[config.mk]
export PLATFORM = sky130hd
export DESIGN_NAME = tbba_div
export DESIGN_NICKNAME = d
export VERILOG_FILES = /design/src/hw/rtl/triple_box_blur_argb_assert.svh /design/src/hw/rtl/tbba_pkg.sv /design/src/hw/rtl/tbba_div.sv
export SDC_FILE = /design/constraint.sdc
export NUM_CORES = 1
export LEC_CHECK = 0
export BUFFER_PORTS_ARGS = -buffer_cell sky130_fd_sc_hd__buf_2
export CAP_MARGIN = 20
export CORE_ASPECT_RATIO = 1.25
export CORE_UTILIZATION = 59
export DETAILED_ROUTE_END_ITERATION = 7
export GPL_TIMING_DRIVEN = 0
export PLACE_DENSITY = 0.82
export SLEW_MARGIN = 20
export SYNTH_ARGS = -nofsm -noshare
export SYNTH_HDL_FRONTEND = slang
export SYNTH_SLANG_ARGS = --single-unit
[constraint.sdc]
create_clock -name aclk -period 5.3 [get_ports aclk]
set_input_delay 0.265 -clock aclk [delete_from_list [all_inputs] [get_ports aclk]]
set_output_delay 0.265 -clock aclk [all_outputs]
set_load 0.005 [all_outputs]
[src/hw/rtl/triple_box_blur_argb_assert.svh]
// assertion macros used by the blur top level
// depends on aclk and aresetn being in scope where used
`ifndef TRIPLE_BOX_BLUR_ARGB_ASSERT_SVH
`define TRIPLE_BOX_BLUR_ARGB_ASSERT_SVH

// same-cycle implication
`define TBBA_ASSERT_NOW(lbl, ante, cons, msg) \
    lbl: assert property (@(posedge aclk) disable iff (!aresetn) (ante) |-> (cons)) \
        else $error(msg);

// next-cycle implication
`define TBBA_ASSERT_NEXT(lbl, ante, cons, msg) \
    lbl: assert property (@(posedge aclk) disable iff (!aresetn) (ante) |=> (cons)) \
        else $error(msg);

`endif

[src/hw/rtl/tbba_pkg.sv]
// shared constants and types for the three pass box blur
// no dependencies
`default_nettype none
package tbba_pkg;
    localparam int MAX_WIDTH   = 64;
    localparam int MAX_HEIGHT  = 64;
    localparam int PASSES      = 3;
    localparam int STORE_DEPTH = MAX_WIDTH * MAX_HEIGHT;
    localparam int ADDR_W      = 12;
    localparam int PIX_W       = 32;
    localparam int CH_W        = 8;
    localparam int LANES       = 4;
    localparam int RAD_W       = 5;
    localparam int DIM_W       = 7;
    localparam int DIV_W       = RAD_W + 1;
    localparam int SUM_W       = 14;
    localparam int STEP_W      = 3;

    localparam logic [1:0] CFG_RADIUS = 2'd0;
    localparam logic [1:0] CFG_WIDTH  = 2'd1;
    localparam logic [1:0] CFG_HEIGHT = 2'd2;

    typedef enum logic [1:0] {
        CMD_WRITE = 2'd0,
        CMD_RUN   = 2'd1,
        CMD_READ  = 2'd2,
        CMD_NOP   = 2'd3
    } cmd_t;

    typedef logic [SUM_W-1:0] chan_sum_t;
    typedef chan_sum_t [LANES-1:0] lane_sum_t;

    typedef struct packed {
        logic start;
        logic done;
    } div_ctl_t;
endpackage
`default_nettype wire

[src/hw/rtl/tbba_div.sv]
// four lane restoring divider, one quotient bit per cycle
// depends on tbba_pkg
`default_nettype none
module tbba_div
    import tbba_pkg::*;
(
    input  wire logic             aclk,
    input  wire logic             aresetn,
    input  wire logic             start,
    input  wire lane_sum_t        sums,
    input  wire logic [DIV_W-1:0] divisor,
    output logic                  done,
    output logic [PIX_W-1:0]      quot
);
    logic              busy_reg;
    logic [STEP_W-1:0] bit_reg;
    lane_sum_t         rem_reg;
    logic [PIX_W-1:0]  quot_reg;
    logic [DIV_W-1:0]  div_reg;
    lane_sum_t         rem_next;
    logic [PIX_W-1:0]  quot_next;
    chan_sum_t         shifted;

    always_comb begin
        shifted   = chan_sum_t'({{(SUM_W-DIV_W){1'b0}}, div_reg} << bit_reg);
        rem_next  = rem_reg;
        quot_next = quot_reg;
        for (int l = 0; l < LANES; l++) begin
            if (rem_reg[l] >= shifted) begin
                rem_next[l] = rem_reg[l] - shifted;
                quot_next[l*CH_W + int'(bit_reg)] = 1'b1;
            end
        end
    end

    always_ff @(posedge aclk) begin
        if (!aresetn) begin
            busy_reg <= 1'b0;
            done     <= 1'b0;
        end else begin
            done <= 1'b0;
            if (start) begin
                busy_reg <= 1'b1;
                bit_reg  <= STEP_W'(CH_W - 1);
                rem_reg  <= sums;
                quot_reg <= '0;
                div_reg  <= divisor;
            end else if (busy_reg) begin
                rem_reg  <= rem_next;
                quot_reg <= quot_next;
                bit_reg  <= bit_reg - 1'b1;
                if (bit_reg == '0) begin
                    busy_reg <= 1'b0;
                    done     <= 1'b1;
                end
            end
        end
    end

    assign quot = quot_reg;
endmodule
`default_nettype wire

After elaboration in Yosys (flattened, before gate mapping)
Index checks and enable logic that the tools add are counted.
- output and inout bits: 33
- bits in registers: 99
- logic and storage cells: 77
- bitwise operators: 6
- shift-type cells: 1
- order comparisons: 12
- reductions and logical operators: 17
- mux-type cells: 24
- add/sub/neg operators: 8
- operators by type and width (operator ; count):
    $mux W32 ; 5
    $mux W56 ; 2
    $or A32 B32 Y32 ; 3
    $ge A14 B14 Y1 ; 4
    $mux W14 ; 4
    $sub A14 B14 Y14 ; 4
    $or A32 B8 Y32 ; 1
    $demux W1 S5 ; 3
    $shl A6 B3 Y14 ; 1
    $add A5 B3 Y6 const A ; 2
    $ge A6 B1 Y1 const B ; 2
    $lt A6 B6 Y1 const B ; 2
    $reduce_and A3 Y1 ; 4
    $reduce_bool A2 Y1 ; 5
    $mux W1 ; 8
    $lt A3 B6 Y1 const B ; 1
    $lt A5 B6 Y1 const B ; 1
    $add A4 B3 Y5 const A ; 1
    $ge A5 B1 Y1 const B ; 1
    $logic_and A1 B1 Y1 ; 4
    $reduce_and A2 Y1 ; 2
    $demux W1 S3 ; 1
    $ge A3 B1 Y1 const B ; 1
    $logic_not A3 Y1 ; 1
    4 further kinds ; 5

Longest topological paths before layout
- depth after elaboration: 13
- gate-level depth with buffers: 14

Worst setup path before layout
OpenSTA, ideal clock, no wires.
- path type: register to register
- from: register bit_reg[0]
- to: register rem_reg[28] (netlist name) (enable)
- library setup time: 404 ps
- setup slack: 1286 ps
- arrival time: 3610 ps
- period minus slack after synthesis: 4014 ps
- cell stages (with the launch flop): 13
- buffers on the path: 1
- path through: edfxtp_1 > buf_2 > mux2i_1 > or3_1 > inv_1 > fa_1 > nor2b_1 > o2111ai_1 > nand3_1 > nand2_1 > a211oi_2 > nor2_1 > o21ai_0
- word-level cells in the longest chain between the ends: 4
- ends and longest elaborated chain (element ; line ; RTL):
    from (decl) ; tbba_div.sv:16 ; logic [STEP_W-1:0] bit_reg;
    from (signal assigned) ; tbba_div.sv:44 ; bit_reg <= STEP_W'(CH_W - 1);
    from (signal assigned) ; tbba_div.sv:51 ; bit_reg <= bit_reg - 1'b1;
    $shl A6 B3 Y14 ; tbba_div.sv:25 ; shifted = chan_sum_t'({{(SUM_W-DIV_W){1'b0}}, div_reg} << bit_reg);
    $ge A14 B14 Y1 ; tbba_div.sv:29 ; if (rem_reg[l] >= shifted) begin
    $reduce_bool A2 Y1 (no source line) ; - ;
    $reduce_and A3 Y1 (no source line) ; - ;
    to (signal assigned) ; tbba_div.sv:45 ; rem_reg <= sums;
    to (signal assigned) ; tbba_div.sv:49 ; rem_reg <= rem_next;
    to (decl) ; tbba_div.sv:17 ; lane_sum_t rem_reg;
Every way passes these cells.
A chain may end at the register's enable or synchronous reset.

Worst setup path in the final report
- from: register bit_reg[0]
- to: register rem_reg[42] (netlist name) (enable)
The elaborated chain is that of the path after synthesis.

==> flow_summary.toml <==
[yosys]
syn_inst = 721
synth-edff-count = 97
syn_area_per_cell_um2 = 9.57
synth-seq-cells = 99
synth_cell_types = 65
synth_seq_area_share = 0.428
synth_area_leader_cell = "edfxtp_1"
syn_area_um2 = 6900
synth-async-reset-ratio = 0
synth_top_area_frac = 0.422
yosys_warnings = 0
synth_area_leaders = "edfxtp_1, ha_1, o21ai_0"
synth_fp_nets = 846
ys.flop_type = "edfxtp_1"

[final_layout]
area_growth_pct = 14.7
final_area_um2 = 7910
largest_reg_flops = 56
drive_gt1_frac = 0.172
n_antenna_cell = 0
nNetsFinal = 955
fin_util = 0.704

[clock_tree]
clk-insertion-delay-late_ns = 0.35
clock_path_buffers = 2
cts-htree-levels = 3
clkTransAtPathRegs_ns = 0.08
cts_hold_buf = 0
cts_tree = "done"
post-cts-setup-buffers = 0
cts_made_buffers = 9
cts_resized = 0
cts.sinks = 99
cts_root_buf = "clkbuf_16"

[setup_path]
r2r_start = "bit_reg[0]$_SDFFCE_PP1P_"
cp_slowest_cell = "a22oi_1"
crit_chain = "buf_2 > mux2i_1 > a21oi_1 > a22oi_1 > ha_1 > a21oi_1 > nor2b_1 > nor3_1 > o221ai_1 > a31o_2 > buf_2 > nand3_1 > nand2_1"
reg2regPathDepth = 13
crit_type = "register to register"
cp_top_family = "compound AO/OA/AOI/OAI gates"
required_ns = 5.23
cp-startpoint = "bit_reg[0]$_SDFFCE_PP1P_"
timing.rr.end = "rem_reg[42]$_DFFE_PP_"
crit_path_max_incr_delay_ns = 0.81
cp_num_cells = 13
cp_max_fo = 14
startpoint_type = "register"
crit_path_end = "rem_reg[42]$_DFFE_PP_"
r2r_setup_slack_ns = 0.90
crit_buf_inv = 2
cp.arrival_ns = 4.33
cp-end-kind = "register"

[route]
drt_iter0_markers = 332
vias = 6026
via_per_inst = 6.21
drcViolationCount = 0
wire_per_inst_um = 19.1
antenna_left = 0
routed_wl_mm = 18.5
first_pass_iters = 5

[floorplanning]
core_um2 = 11200
rows = 43
io_pins = 98
die-area_um2 = 12100
fp.dieH_um = 123
die_x_um = 98.7
initial_utilization = 0.614

[grt]
grt_usage = 0.318
first_global_vias = 6029
grt_max_degree = 34
grt_pass1_wl_mm = 29.3
antenna_found_initial = 1
gr-total-overflow = 0

[power]
power_mw = 2.63
power_density_nw_per_um2 = 332
peakVddDrop_v = 0.000220
leakage_nw = 3.29

[timing]
period_share = 0.830
rsz0062_at_grt = "no"
slew_headroom = 0.330
setup_slack_ns = 0.903
fin_crit_ns = 4.40
slew_violations = 0
setup_viol = 0
fin_skew_ns = 0.0107
tightest_slew_ns = 1.00
hold_viol_final = 0
fmaxAchievable_mhz = 227

[placed_design]
dp_worst_setup_slack_ns = 0.936
placed_area_um2 = 7580
gp_congestion = 0.945
portBuffers = 96
place_hpwl_mm = 13.7

[hold_path]
hp-class = "primary input to register"

[run_status]
status = "complete, no violations"

[run]
max_cap_violations = 0
-- final cells by class --
type	count	area [um2]
multi-input combinational	552	3680
fill	890	3330
sequential	99	2950
timing repair buffer	98	512
clock buffer	9	225
inverter	45	169
tap	135	169
clock inverter	7	104
buffer	25	97.6
-- report_power, final --
part / leakage (nW) / total, mW / internal, mW / switching (mW)
registers: 0.949 / 1.01 / 0.970 / 0.0359
clock network: 0.161 / 0.741 / 0.422 / 0.319
logic: 2.18 / 0.881 / 0.361 / 0.520
total: 3.29 / 2.63 / 1.75 / 0.875
-- synth_stat cells (3+ instances only) --
cell type,count
edfxtp_1,97
nand2_1,81
o21ai_0,76
a21oi_1,69
ha_1,56
nor2_1,50
inv_1,44
clkbuf_1,22
xnor2_1,21
nor3_1,18
xor2_1,17
nand3_1,16
nand2b_1,13
a21o_1,12
mux2_2,10
o31ai_1,10
nor2b_1,8
o21a_1,8
and3_1,7
mux2i_1,7
o21ai_1,7
a211oi_1,5
o21bai_1,5
fa_1,4
a22oi_1,3
a31oi_1,3
buf_2,3
nand4_1,3
o31ai_2,3
-- worst register-to-register path: cells and delay by family, from the launching register on --
kind                     cells  cell delay (ns)
AO/OA/AOI/OAI                5             1.53
AND/OR/NAND/NOR              4             0.86
buffers and inverters        2             0.44
adder cells (fa/ha/maj)      1             0.44
flip-flops                   1             0.39
multiplexers                 1             0.31
-- stage by stage --
step	setup TNS (ns)	hold WS, ns	instances
2_1_floorplan	0	0.364	721
3_3_place_gp	-0.334	0.443	952
3_5_place_dp	0	0.444	954
4_1_cts	0	0.0820	970
5_1_grt	0	0.0789	970
6_report	0	0.0811	970
-- layer usage --
| metal | up-vias | GRT usage | wire [um] |
|---|---|---|---|
| met2 | 256 | 0.558 | 8970 |
| met4 | 2 | 0.187 | 813 |
| met5 | - | 0 | 12 |
| met3 | 53 | 0.0571 | 1240 |
| met1 | 2857 | 0.368 | 7500 |
| li1 | 2858 | - | - |
-- layout by cell type, fill, tap and decap left out, drive strengths merged, types with 21 or more instances in the layout --
cell type,count
a21oi,70
buf,101
clkbuf,31
edfxtp,97
ha,56
inv,48
nand2,81
nor2,50
o21ai,83
xnor2,21
-- worst min-delay path by stage --
| stage | endpoint | depth (start not counted) | slack, ns | start |
|---|---|---|---|---|
| final | div_reg[4]$_DFFE_PP_ | 1 | 0.08 | divisor[4] |
| after global routing | div_reg[1]$_DFFE_PP_ | 1 | 0.08 | divisor[1] |
| after CTS | div_reg[4]$_DFFE_PP_ | 1 | 0.08 | divisor[4] |
| after detailed placement | div_reg[4]$_DFFE_PP_ | 1 | 0.44 | divisor[4] |
| after global placement | div_reg[2]$_DFFE_PP_ | 1 | 0.44 | divisor[2] |
| after floorplan | div_reg[0]$_DFFE_PP_ | 0 | 0.36 | divisor[0] |
-- cell families after synthesis --
logic type | count (synthesis) | share of synthesized area
compound gates | 227 | 0.204
simple gates | 210 | 0.141
flops | 99 | 0.428
buf+inv | 70 | 0.0386
fa+ha+maj | 60 | 0.113
xor+xnor | 38 | 0.0482
mux | 17 | 0.0265
(Power assumes the default switching activity.)
